File: src/design/frame_deque_pair_timestamp_matcher_unit_defines.svh
// Assertion helpers for the frame deque matcher
`ifndef FRAME_DEQUE_PAIR_TIMESTAMP_MATCHER_UNIT_DEFINES_SVH
`define FRAME_DEQUE_PAIR_TIMESTAMP_MATCHER_UNIT_DEFINES_SVH

// property that must hold on every clock outside reset
`define FDQ_ASSERT(label, prop, msg) \
  label: assert property (@(posedge clk) disable iff (!rst_n) (prop)) else $error(msg);

// implication whose consequent is checked on the next clock
`define FDQ_ASSERT_NEXT(label, ante, cons, msg) \
  label: assert property (@(posedge clk) disable iff (!rst_n) (ante) |=> (cons)) \
    else $error(msg);

`endif

File: src/design/fdq_pkg.sv
`default_nettype none
package fdq_pkg;
  localparam int QueueDepth = 16;
  localparam int IdxBits    = $clog2(QueueDepth);
  localparam int CntBits    = $clog2(QueueDepth + 1);
  localparam int HandleBits = 16;
  localparam int TimeBits   = 52;
  localparam int SecBits    = 32;
  localparam int UsecBits   = 20;
  localparam int LimBits    = 20;
  localparam logic [UsecBits-1:0] UsecPerSec = 20'd1000000;

  typedef enum logic [2:0] {
    OP_ENQ = 3'd0, OP_POP_HEAD = 3'd1, OP_POP_TAIL = 3'd2, OP_PEEK = 3'd3,
    OP_MATCH = 3'd4, OP_CLEAR = 3'd5, OP_INIT = 3'd6, OP_NONE = 3'd7
  } op_t;

  typedef enum logic [2:0] {
    ST_OK = 3'd0, ST_FULL = 3'd1, ST_CLOSED = 3'd2, ST_EMPTY = 3'd3,
    ST_NOMATCH = 3'd4
  } status_t;

  typedef enum logic [1:0] {
    REG_CAP0 = 2'd0, REG_CAP1 = 2'd1, REG_EARLY = 2'd2, REG_MAXD = 2'd3
  } reg_t;

  // memory access request from the sequencer
  typedef struct packed {
    logic                 we;
    logic                 wq;
    logic [IdxBits-1:0]   waddr;
    logic [HandleBits-1:0] whandle;
    logic [TimeBits-1:0]  wtime;
    logic [IdxBits-1:0]   raddr0;
    logic [IdxBits-1:0]   raddr1;
  } mem_req_t;

  typedef struct packed {
    logic [HandleBits-1:0] h0;
    logic [TimeBits-1:0]   t0;
    logic [HandleBits-1:0] h1;
    logic [TimeBits-1:0]   t1;
  } mem_rsp_t;

  typedef enum logic [3:0] {
    S_IDLE, S_MUL, S_PRE, S_RD, S_SCAN, S_DECIDE, S_SHIFT_RD, S_SHIFT_WR, S_DONE
  } state_t;
endpackage
`default_nettype wire

File: src/design/frame_deque_pair_timestamp_matcher_unit.sv
`default_nettype none
// Two bounded descriptor queues (handle plus capture time in microseconds)
// with enqueue, pop head, pop tail, peek, clear, init and nearest-time pair
// match. One operation is taken at a time and yields one result beat. Enqueue
// forms the time with a registered 32x20 multiply before the write; a refused
// enqueue skips the multiply. Pop head and match close the gap by moving every
// later entry one place, each by a read and then a write, one queue at a time.
// Match scans queue 0 against queue 1 one pair per cycle through the memory
// read ports, at most n0*n1 pairs, then compacts. The output register lets
// the next beat in while a result waits; a second result waits in the last
// state until the first is taken.
module frame_deque_pair_timestamp_matcher_unit import fdq_pkg::*; (
  input  wire logic        clk,
  input  wire logic        rst_n,
  input  wire logic        in_tvalid,
  output logic             in_tready,
  // op[2:0], queue_select[3], frame_handle[19:4], stamp_sec[51:20],
  // stamp_usec[71:52]
  input  wire logic [71:0] in_tdata,
  output logic             out_tvalid,
  input  wire logic        out_tready,
  // status[2:0], handle_a[18:3], handle_b[34:19], delta_us[86:35],
  // entry_count[91:87]
  output logic [95:0]      out_tdata,
  input  wire logic        cfg_we,
  input  wire logic [1:0]  cfg_index,
  input  wire logic [19:0] cfg_data
);
`include "frame_deque_pair_timestamp_matcher_unit_defines.svh"

  logic [CntBits-1:0] cap0_r, cap1_r;
  logic [LimBits-1:0] early_r, maxd_r;

  // configuration registers
  always_ff @(posedge clk) begin
    if (!rst_n) begin
      cap0_r <= CntBits'(16); cap1_r <= CntBits'(16);
      early_r <= 20'd400; maxd_r <= 20'd50000;
    end else if (cfg_we) begin
      unique case (reg_t'(cfg_index))
        REG_CAP0:  cap0_r <= cfg_data[CntBits-1:0];
        REG_CAP1:  cap1_r <= cfg_data[CntBits-1:0];
        REG_EARLY: early_r <= cfg_data;
        REG_MAXD:  maxd_r <= cfg_data;
        default: ;
      endcase
    end
  end

  state_t state_r, state_nxt;
  op_t op_r;
  logic q_r;
  logic [HandleBits-1:0] hin_r;
  logic [SecBits-1:0] sec_r;
  logic [UsecBits-1:0] usec_r;
  logic [TimeBits-1:0] prod_r;
  logic [CntBits-1:0] fill0_r, fill1_r;
  logic closed0_r, closed1_r;
  logic [IdxBits-1:0] i_r, j_r, bi_r, bj_r;
  logic [TimeBits:0] best_r;
  logic shq_r;          // queue being compacted
  logic [CntBits-1:0] sh_r;  // destination index of compaction
  logic sh_both_r;      // match: compact queue 1 after queue 0
  logic [2:0] st_r;
  logic [HandleBits-1:0] ha_r, hb_r;
  logic [TimeBits-1:0] dl_r;
  logic ov_r;
  logic [95:0] od_r;

  mem_req_t req;
  mem_rsp_t rsp;
  fdq_store u_store (.clk(clk), .req(req), .rsp(rsp));

  logic [CntBits-1:0] nsel, capsel, cap_eff;
  logic closed_sel, cap_ok;
  logic [TimeBits-1:0] dpair;
  logic [CntBits-1:0] shfill;
  assign nsel = q_r ? fill1_r : fill0_r;
  assign capsel = q_r ? cap1_r : cap0_r;
  assign cap_eff = (capsel > CntBits'(QueueDepth)) ? CntBits'(QueueDepth) : capsel;
  assign closed_sel = q_r ? closed1_r : closed0_r;
  assign cap_ok = nsel < cap_eff;
  assign dpair = (rsp.t1 >= rsp.t0) ? rsp.t1 - rsp.t0 : rsp.t0 - rsp.t1;
  assign shfill = shq_r ? fill1_r : fill0_r;

  logic last_j, last_i;
  assign last_j = {1'b0, j_r} == fill1_r - 1'b1;
  assign last_i = {1'b0, i_r} == fill0_r - 1'b1;

  // running best pair and end of scan
  logic [TimeBits:0] best_nxt;
  logic better, scan_end;
  assign better = best_r[TimeBits] || (dpair < best_r[TimeBits-1:0]);
  assign best_nxt = better ? {1'b0, dpair} : best_r;
  assign scan_end = last_j && (last_i || best_nxt[TimeBits-1:0] < TimeBits'(early_r));

  assign in_tready = (state_r == S_IDLE);

  // next state
  always_comb begin
    state_nxt = state_r;
    unique case (state_r)
      S_IDLE:  if (in_tvalid && in_tready) state_nxt = S_PRE;
      S_PRE: begin
        unique case (op_r)
          OP_ENQ:   state_nxt = closed_sel ? S_DONE : (cap_ok ? S_MUL : S_DONE);
          OP_POP_HEAD, OP_POP_TAIL, OP_PEEK: state_nxt = S_RD;
          OP_MATCH: state_nxt = (fill0_r == '0 || fill1_r == '0) ? S_DONE : S_RD;
          default:  state_nxt = S_DONE;
        endcase
      end
      S_MUL:   state_nxt = S_DONE;
      S_RD: begin
        if (op_r == OP_MATCH) state_nxt = S_SCAN;
        else if (op_r == OP_POP_HEAD && !closed_sel && nsel > CntBits'(1))
          state_nxt = S_SHIFT_RD;
        else state_nxt = S_DONE;
      end
      S_SCAN:  if (scan_end) state_nxt = S_DECIDE;
      S_DECIDE: state_nxt = (best_r[TimeBits-1:0] > TimeBits'(maxd_r)) ? S_DONE : S_SHIFT_RD;
      S_SHIFT_RD: begin
        if (sh_r + 1'b1 >= shfill) state_nxt = sh_both_r ? S_SHIFT_RD : S_DONE;
        else state_nxt = S_SHIFT_WR;
      end
      S_SHIFT_WR: state_nxt = S_SHIFT_RD;
      S_DONE:  state_nxt = (ov_r && !out_tready) ? S_DONE : S_IDLE;
      default: state_nxt = S_IDLE;
    endcase
  end

  // memory addressing
  always_comb begin
    req = '0;
    req.wq = q_r;
    req.waddr = nsel[IdxBits-1:0];
    req.whandle = hin_r;
    req.wtime = enq_time;
    unique case (state_r)
      S_PRE: begin
        req.raddr0 = (op_r == OP_POP_TAIL) ? IdxBits'(fill0_r - 1'b1) : '0;
        req.raddr1 = (op_r == OP_POP_TAIL) ? IdxBits'(fill1_r - 1'b1) : '0;
      end
      S_MUL: req.we = 1'b1;
      S_RD: begin
        req.raddr0 = i_r;
        req.raddr1 = j_r;
      end
      S_SCAN: begin
        // on the last pair fetch the winning entries for the decision
        if (scan_end) begin
          req.raddr0 = better ? i_r : bi_r;
          req.raddr1 = better ? j_r : bj_r;
        end else begin
          req.raddr0 = last_j ? i_r + 1'b1 : i_r;
          req.raddr1 = last_j ? '0 : j_r + 1'b1;
        end
      end
      S_DECIDE: begin
        req.raddr0 = bi_r;
        req.raddr1 = bj_r;
      end
      S_SHIFT_RD: begin
        req.raddr0 = IdxBits'(sh_r + 1'b1);
        req.raddr1 = IdxBits'(sh_r + 1'b1);
      end
      S_SHIFT_WR: begin
        req.we = 1'b1;
        req.wq = shq_r;
        req.waddr = sh_r[IdxBits-1:0];
        req.whandle = shq_r ? rsp.h1 : rsp.h0;
        req.wtime = shq_r ? rsp.t1 : rsp.t0;
      end
      default: ;
    endcase
  end

  // sequencer datapath
  always_ff @(posedge clk) begin
    if (!rst_n) begin
      state_r <= S_IDLE;
      fill0_r <= '0; fill1_r <= '0;
      closed0_r <= 1'b0; closed1_r <= 1'b0;
      sh_both_r <= 1'b0;
    end else begin
      state_r <= state_nxt;
      unique case (state_r)
        S_IDLE: if (in_tvalid && in_tready) begin
          op_r <= op_t'(in_tdata[2:0]);
          q_r <= in_tdata[3];
          hin_r <= in_tdata[19:4];
          sec_r <= in_tdata[51:20];
          usec_r <= in_tdata[71:52];
          st_r <= ST_OK; ha_r <= '0; hb_r <= '0; dl_r <= '0;
          i_r <= '0; j_r <= '0; bi_r <= '0; bj_r <= '0;
          best_r <= {1'b1, {TimeBits{1'b0}}};
          sh_both_r <= 1'b0;
        end
        S_PRE: begin
          prod_r <= TimeBits'(sec_r) * TimeBits'(UsecPerSec);
          unique case (op_r)
            OP_ENQ: begin
              if (closed_sel) st_r <= ST_CLOSED;
              else if (!cap_ok) st_r <= ST_FULL;
            end
            OP_MATCH: if (fill0_r == '0 || fill1_r == '0) st_r <= ST_EMPTY;
            OP_CLEAR: begin
              if (q_r) begin fill1_r <= '0; closed1_r <= 1'b1; end
              else begin fill0_r <= '0; closed0_r <= 1'b1; end
            end
            OP_INIT: begin
              if (q_r) begin fill1_r <= '0; closed1_r <= 1'b0; end
              else begin fill0_r <= '0; closed0_r <= 1'b0; end
            end
            default: ;
          endcase
        end
        S_MUL: begin
          // write happens this cycle with the finished time
          if (q_r) fill1_r <= fill1_r + 1'b1;
          else fill0_r <= fill0_r + 1'b1;
        end
        S_RD: begin
          if (op_r != OP_MATCH) begin
            if (closed_sel) st_r <= ST_CLOSED;
            else if (nsel == '0) st_r <= ST_EMPTY;
            else begin
              ha_r <= q_r ? rsp.h1 : rsp.h0;
              // pop head with more entries drops the fill after compaction
              if (op_r == OP_POP_TAIL ||
                  (op_r == OP_POP_HEAD && nsel == CntBits'(1))) begin
                if (q_r) fill1_r <= fill1_r - 1'b1;
                else fill0_r <= fill0_r - 1'b1;
              end
              shq_r <= q_r;
              sh_r <= '0;
            end
          end
        end
        S_SCAN: begin
          best_r <= best_nxt;
          if (better) begin bi_r <= i_r; bj_r <= j_r; end
          if (last_j) begin
            j_r <= '0; i_r <= i_r + 1'b1;
          end else j_r <= j_r + 1'b1;
        end
        S_DECIDE: begin
          dl_r <= best_r[TimeBits-1:0];
          if (best_r[TimeBits-1:0] > TimeBits'(maxd_r)) st_r <= ST_NOMATCH;
          else begin
            ha_r <= rsp.h0; hb_r <= rsp.h1;
            // compaction runs over original fills; fills drop at the end
            shq_r <= 1'b0; sh_r <= {1'b0, bi_r};
            sh_both_r <= 1'b1;
          end
        end
        S_SHIFT_RD: begin
          if (sh_r + 1'b1 >= shfill) begin
            if (op_r == OP_MATCH || op_r == OP_POP_HEAD) begin
              if (shq_r) fill1_r <= fill1_r - 1'b1;
              else fill0_r <= fill0_r - 1'b1;
            end
            if (sh_both_r) begin
              sh_both_r <= 1'b0; shq_r <= 1'b1; sh_r <= {1'b0, bj_r};
            end
          end
        end
        S_SHIFT_WR: sh_r <= sh_r + 1'b1;
        default: ;
      endcase
    end
  end

  // enqueue time = sec*1e6 + usec, added after the registered multiply
  logic [TimeBits-1:0] enq_time;
  assign enq_time = prod_r + TimeBits'(usec_r);

  // result register
  always_ff @(posedge clk) begin
    if (!rst_n) ov_r <= 1'b0;
    else if (state_r == S_DONE && !(ov_r && !out_tready)) begin
      ov_r <= 1'b1;
      od_r <= {4'b0, (q_r ? fill1_r : fill0_r), dl_r, hb_r, ha_r, st_r};
    end else if (out_tready) ov_r <= 1'b0;
  end

  assign out_tvalid = ov_r;
  assign out_tdata = od_r;

  `FDQ_ASSERT(a_fill0_bound, fill0_r <= CntBits'(QueueDepth), "queue 0 fill over depth")
  `FDQ_ASSERT(a_fill1_bound, fill1_r <= CntBits'(QueueDepth), "queue 1 fill over depth")
  `FDQ_ASSERT_NEXT(a_done_valid, state_r == S_DONE, out_tvalid, "result lost")
endmodule
`default_nettype wire

File: src/design/fdq_store.sv
`default_nettype none
// Two descriptor memories, one per queue, each with one write and one read port.
module fdq_store import fdq_pkg::*; (
  input  wire logic     clk,
  input  wire mem_req_t req,
  output mem_rsp_t      rsp
);
  logic [HandleBits-1:0] h0_mem [QueueDepth];
  logic [TimeBits-1:0]   t0_mem [QueueDepth];
  logic [HandleBits-1:0] h1_mem [QueueDepth];
  logic [TimeBits-1:0]   t1_mem [QueueDepth];

  // queue 0 and queue 1 memories
  always_ff @(posedge clk) begin
    if (req.we && !req.wq) begin
      h0_mem[req.waddr] <= req.whandle;
      t0_mem[req.waddr] <= req.wtime;
    end
    if (req.we && req.wq) begin
      h1_mem[req.waddr] <= req.whandle;
      t1_mem[req.waddr] <= req.wtime;
    end
    rsp.h0 <= h0_mem[req.raddr0];
    rsp.t0 <= t0_mem[req.raddr0];
    rsp.h1 <= h1_mem[req.raddr1];
    rsp.t1 <= t1_mem[req.raddr1];
  end
endmodule
`default_nettype wire

File: config.mk
export PLATFORM = sky130hd
export DESIGN_NAME = frame_deque_pair_timestamp_matcher_unit
export DESIGN_NICKNAME = d
export VERILOG_FILES = /design/src/design/fdq_pkg.sv /design/src/design/frame_deque_pair_timestamp_matcher_unit.sv /design/src/design/fdq_store.sv
export VERILOG_INCLUDE_DIRS = /design/src /design/src/design
export SDC_FILE = /design/constraint.sdc
export NUM_CORES = 2
export LEC_CHECK = 0
export ABC_AREA = 1
export BUFFER_PORTS_ARGS = -buffer_cell sky130_fd_sc_hd__buf_2
export CELL_PAD_IN_SITES_DETAIL_PLACEMENT = 1
export CELL_PAD_IN_SITES_GLOBAL_PLACEMENT = 2
export CORE_ASPECT_RATIO = 0.75
export CORE_MARGIN = 1.5
export CORE_UTILIZATION = 31
export CTS_CLUSTER_DIAMETER = 80
export CTS_CLUSTER_SIZE = 40
export DETAILED_ROUTE_END_ITERATION = 10
export PLACE_DENSITY_LB_ADDON = 0.25
export SLEW_MARGIN = 10
export SYNTH_ARGS = -nofsm -noshare
export SYNTH_HDL_FRONTEND = slang
export SYNTH_SLANG_ARGS = --single-unit
File: constraint.sdc
create_clock -name clk -period 20.1 [get_ports clk]
set_clock_uncertainty 0.15 [all_clocks]
set_input_delay 0 -clock clk [delete_from_list [all_inputs] [get_ports clk]]
set_output_delay 0 -clock clk [all_outputs]
set_load 0.02 [all_outputs]
==> summary.md <==
| Metric | Value |
|---|---|
| Cell Count, Final, Fillers Out | 18900 |
| Post-CTS resize count | 0 |
| Wl on met1 | 231 mm |
| Critical Path Most Common Cell | nand2_1 |
| Sum of met2 wire segment lengths after detailed routing | 215 mm |
| Clock sinks | 2752 |
| Later-pin clock latency in the skew report | 0.96 ns |
| Nature of the critical path startpoint | register |
| DP Area | 140000 µm² |
| Warnings from Yosys | 0 |
| Count of standard-cell rows | 207 |
| Cells after Synth | 13000 |
| Run status | completed |
| Number of antenna violations at the first check in global routing | 26 |
| Average routed wire per standard cell | 25.2 µm |
| Worst path required time | 20.48 ns |
| Wire length of the first global-routing pass | 688 mm |
| Final period demand of the worst path | 13.99 ns |
| Ratio of cells with drive above 1 in the final layout | 5.98% |
| Die Width | 758 µm |
| Clock root buffer | clkbuf_16 |
| Maximum number of pins on one net before global-route repair | 253 |
| Hold violation total from the final report | 0 |
| Distinct cell type count after synthesis | 59 |
| RSZ-0062 raised after global routing | false |
| Final routed wirelength across all metal layers | 477 mm |
| Largest vdd supply drop | 91.5 µV |
| Sum of met3 wire segment lengths after detailed routing | 20.6 mm |
| Clock power frac | 23.1% |
| Avg Cell Area, Syn | 10.2 µm² |
| Placeable Area | 425000 µm² |
| Critical path data arrival time | 14.37 ns |
| Setup CP Type | register to register |
| Count of buffers from port buffering | 192 |
| Die H | 569 µm |
| PwrDens | 113 nW/µm² |
| Combinational share of power | 34.2% |
| Full die area | 432000 µm² |
| Iteration count of the initial detailed-routing pass | 6 |
| Placer congestion estimate | 0.899 |
| Seq cells post-synth | 2752 |
| Final setup violating endpoints | 0 |
| Category of the worst setup path capture point | register |
| Switch share | 38.4% |
| H-tree depth | 4 |
| Starting utilization of the core area | 31.2% |
| Inserted Clock Buffers | 145 |
| Tightest Hold Check Type | input port to register |
| Transition time at the pin with the least slew margin | 1.39 ns |
| Vias per std cell | 5.01 |
| Worst hold path depth | 6 |
| Sequential share of power | 42.6% |
| Final sum of negative setup slack | 0 ns |
| Number of synthesized flops with an enable pin | 2548 |
| Fraction of the yosys area taken by sequential cells | 60.8% |
| Net load switching power | 6440 µW |
| Gr ovfl total | 0 |
| Worst stage delay on the critical path | 0.74 ns |
| Leakage power | 0.0588 µW |
| Post-synthesis async set-or-reset flop share | 0% |
| Count of pins over their slew limit | 0 |
| Max-Slew Margin vs Limit | 5.90% |
| Final ANT Viol Nets | 0 |
| Internal power | 10300 µW |
| Area of the mapped netlist | 133000 µm² |
| Flip-flop cell with the highest count after synthesis | edfxtp_1 |
| Number of cells after detailed placement | 18400 |
| Max-capacitance violation count | 0 |
| Layout net count | 13800 |
| Via count of the first global-routing pass | 96500 |
| Top routing layer used | met5 |
| Drt first-iter violations | 7828 |
| Synthesis-to-finish area growth | 11.6% |
| IO Count | 197 |
| Maximum fanout encountered on the critical timing path | 148 |
| Detailed Place HPWL | 300 mm |
| Register clock-pin slew on the reported worst setup and hold paths | 0.12 ns |
| DRC Markers | 0 |
| Achievable frequency | 0.0715 GHz |
| Critical-path cell with the highest stage delay | buf_4 |
| Vias post-DR | 94800 |
| Fin area | 148000 µm² |
| Final cell utilization of the core | 34.8% |
| Part of the cycle the worst path needs | 69.6% |
| TritonCTS clock tree | yes |
| Buffer count from post-CTS setup fixing | 0 |
| CTS max path bufs | 4 |
| Register-to-Register Path Depth | 53 |
| Total GRT Usage | 21.6% |
[placed cells by master (no fill, tap or decap), types with 14 or more instances in the layout]
cell	count
buf_4	168
a21oi_1	272
o21ai_0	219
dfxtp_1	204
clkinv_16	14
nor2_1	393
buf_12	22
xor2_1	80
a31oi_1	16
inv_16	16
and2_1	14
xnor2_1	38
edfxtp_1	2548
o21bai_1	18
nor3_1	36
inv_1	2317
ha_1	376
nand4_1	51
clkinv_8	21
o21a_1	14
nand3b_1	213
fa_1	138
nor2_4	37
diode_2	17
buf_2	192
nand3_1	1809
o211ai_1	557
inv_12	14
nand2_1	2850
inv_6	18
clkbuf_16	151
nand2_2	19
nor2_2	16
dlygate4sd3_1	214
[synthesized netlist by cell type (42+ instances only)]
master,n,share of area [%]
a21oi_1,274,1.0
a31oi_1,42,0.20
buf_1,50,0.14
buf_2,217,0.82
buf_4,50,0.28
clkbuf_1,265,0.75
dfxtp_1,204,3.1
edfxtp_1,2548,58
fa_1,138,2.1
ha_1,376,3.5
inv_1,2322,6.6
nand2_1,2864,8.1
nand3_1,1809,6.8
nand3b_1,213,1.2
nand4_1,51,0.24
nor2_1,429,1.2
o211ai_1,557,3.2
o21ai_0,235,0.89
xor2_1,80,0.53
[state kept, by name, indices dropped and copies added (netlist names), 16 cells and up]
register / cells
dl_r: 52
usec_r: 20
hin_r: 16
maxd_r: 20
hb_r: 16
u_store.t0_mem: 832
sec_r: 32
u_store.h1_mem: 256
u_store.rsp: 136
early_r: 20
best_r: 53
prod_r: 46
u_store.h0_mem: 256
ha_r: 16
u_store.t1_mem: 832
out_tdata: 92
[cell families (layout without fill, tap and decap cells)]
logic type | after synthesis | in the layout | share of synthesized area [%]
flip-flops | 2752 | 2752 | 60.8
multiplexers | 2 | 2 | 0.0151
adder cells (fa/ha/maj) | 514 | 514 | 5.63
AND/OR/NAND/NOR | 5473 | 5473 | 18.1
other | 1 | 21 | 0.00283
buffers and inverters | 2941 | 3192 | 8.81
AO/OA/AOI/OAI | 1208 | 1208 | 5.86
XOR/XNOR | 119 | 119 | 0.786
[timing repair]
action,4_1_cts,5_1_grt
hold endpoints to repair,252,0
hold buffers,214,0
setup endpoints to repair,0,0
[layout make-up]
cell class / instances / area (µm²)
Timing Repair Buffer: 596 / 4800
Clock inverter: 109 / 1750
Tap cell: 5643 / 7060
Clock buffer: 153 / 3790
Inverter: 2334 / 8800
Antenna cell: 17 / 42.5
Fill cell: 47200 / 277000
Multi-Input combinational cell: 7320 / 41100
Sequential cell: 2752 / 80600
[through the flow]
stage               hold WS [ns]  total power (µW)  setup WS (ns)
CTS                       0.0116             17000           6.39
finish                    0.0862             16800           6.11
floorplan                -0.0511             10900          12.51
detailed placement        0.0287             13000           6.44
global placement          0.0268             13000           6.34
global route               0.119             17800           5.50
[metal layers]
| metal | GRT usage, % | vias up |
|---|---|---|
| met3 | 2.24 | 424 |
| met5 | 0 | - |
| met4 | 4.28 | 6 |
| met2 | 34.6 | 1888 |
| li1 | - | 43700 |
| met1 | 31.8 | 48800 |
[power by group through the flow]
| stage | combinational (µW) | sequential [µW] | clock, µW |
|---|---|---|---|
| after floorplan | 3660 | 7230 | 0 |
| after global placement | 5710 | 7290 | 0 |
| after detailed placement | 5750 | 7290 | 0 |
| after CTS | 5820 | 7160 | 3990 |
| after global routing | 6470 | 7180 | 4140 |
| final | 5750 | 7160 | 3880 |
[worst max-delay path, delay by kind of cell (launching register included)]
| kind | cells | cell delay [ns] |
|---|---|---|
| flip-flops | 1 | 0.67 |
| buffers and inverters | 8 | 3.53 |
| adder cells (fa/ha/maj) | 3 | 1.11 |
| XOR/XNOR | 1 | 0.28 |
| AO/OA/AOI/OAI | 8 | 1.57 |
| AND/OR/NAND/NOR | 33 | 5.51 |
[path summary, 6_finish.rpt]
check | start | to | slack, ns
worst max-delay path | u_store.rsp[109] | u_store.rsp[82] | 6.11
worst min-delay path | in_tvalid | sh_both_r | 0.09
worst max register to register | u_store.rsp[109] | u_store.rsp[82] | 6.11
worst min register to register | dl_r[33] | out_tdata[68] | 0.23
Note: power is estimated with default switching activity, not from simulation.
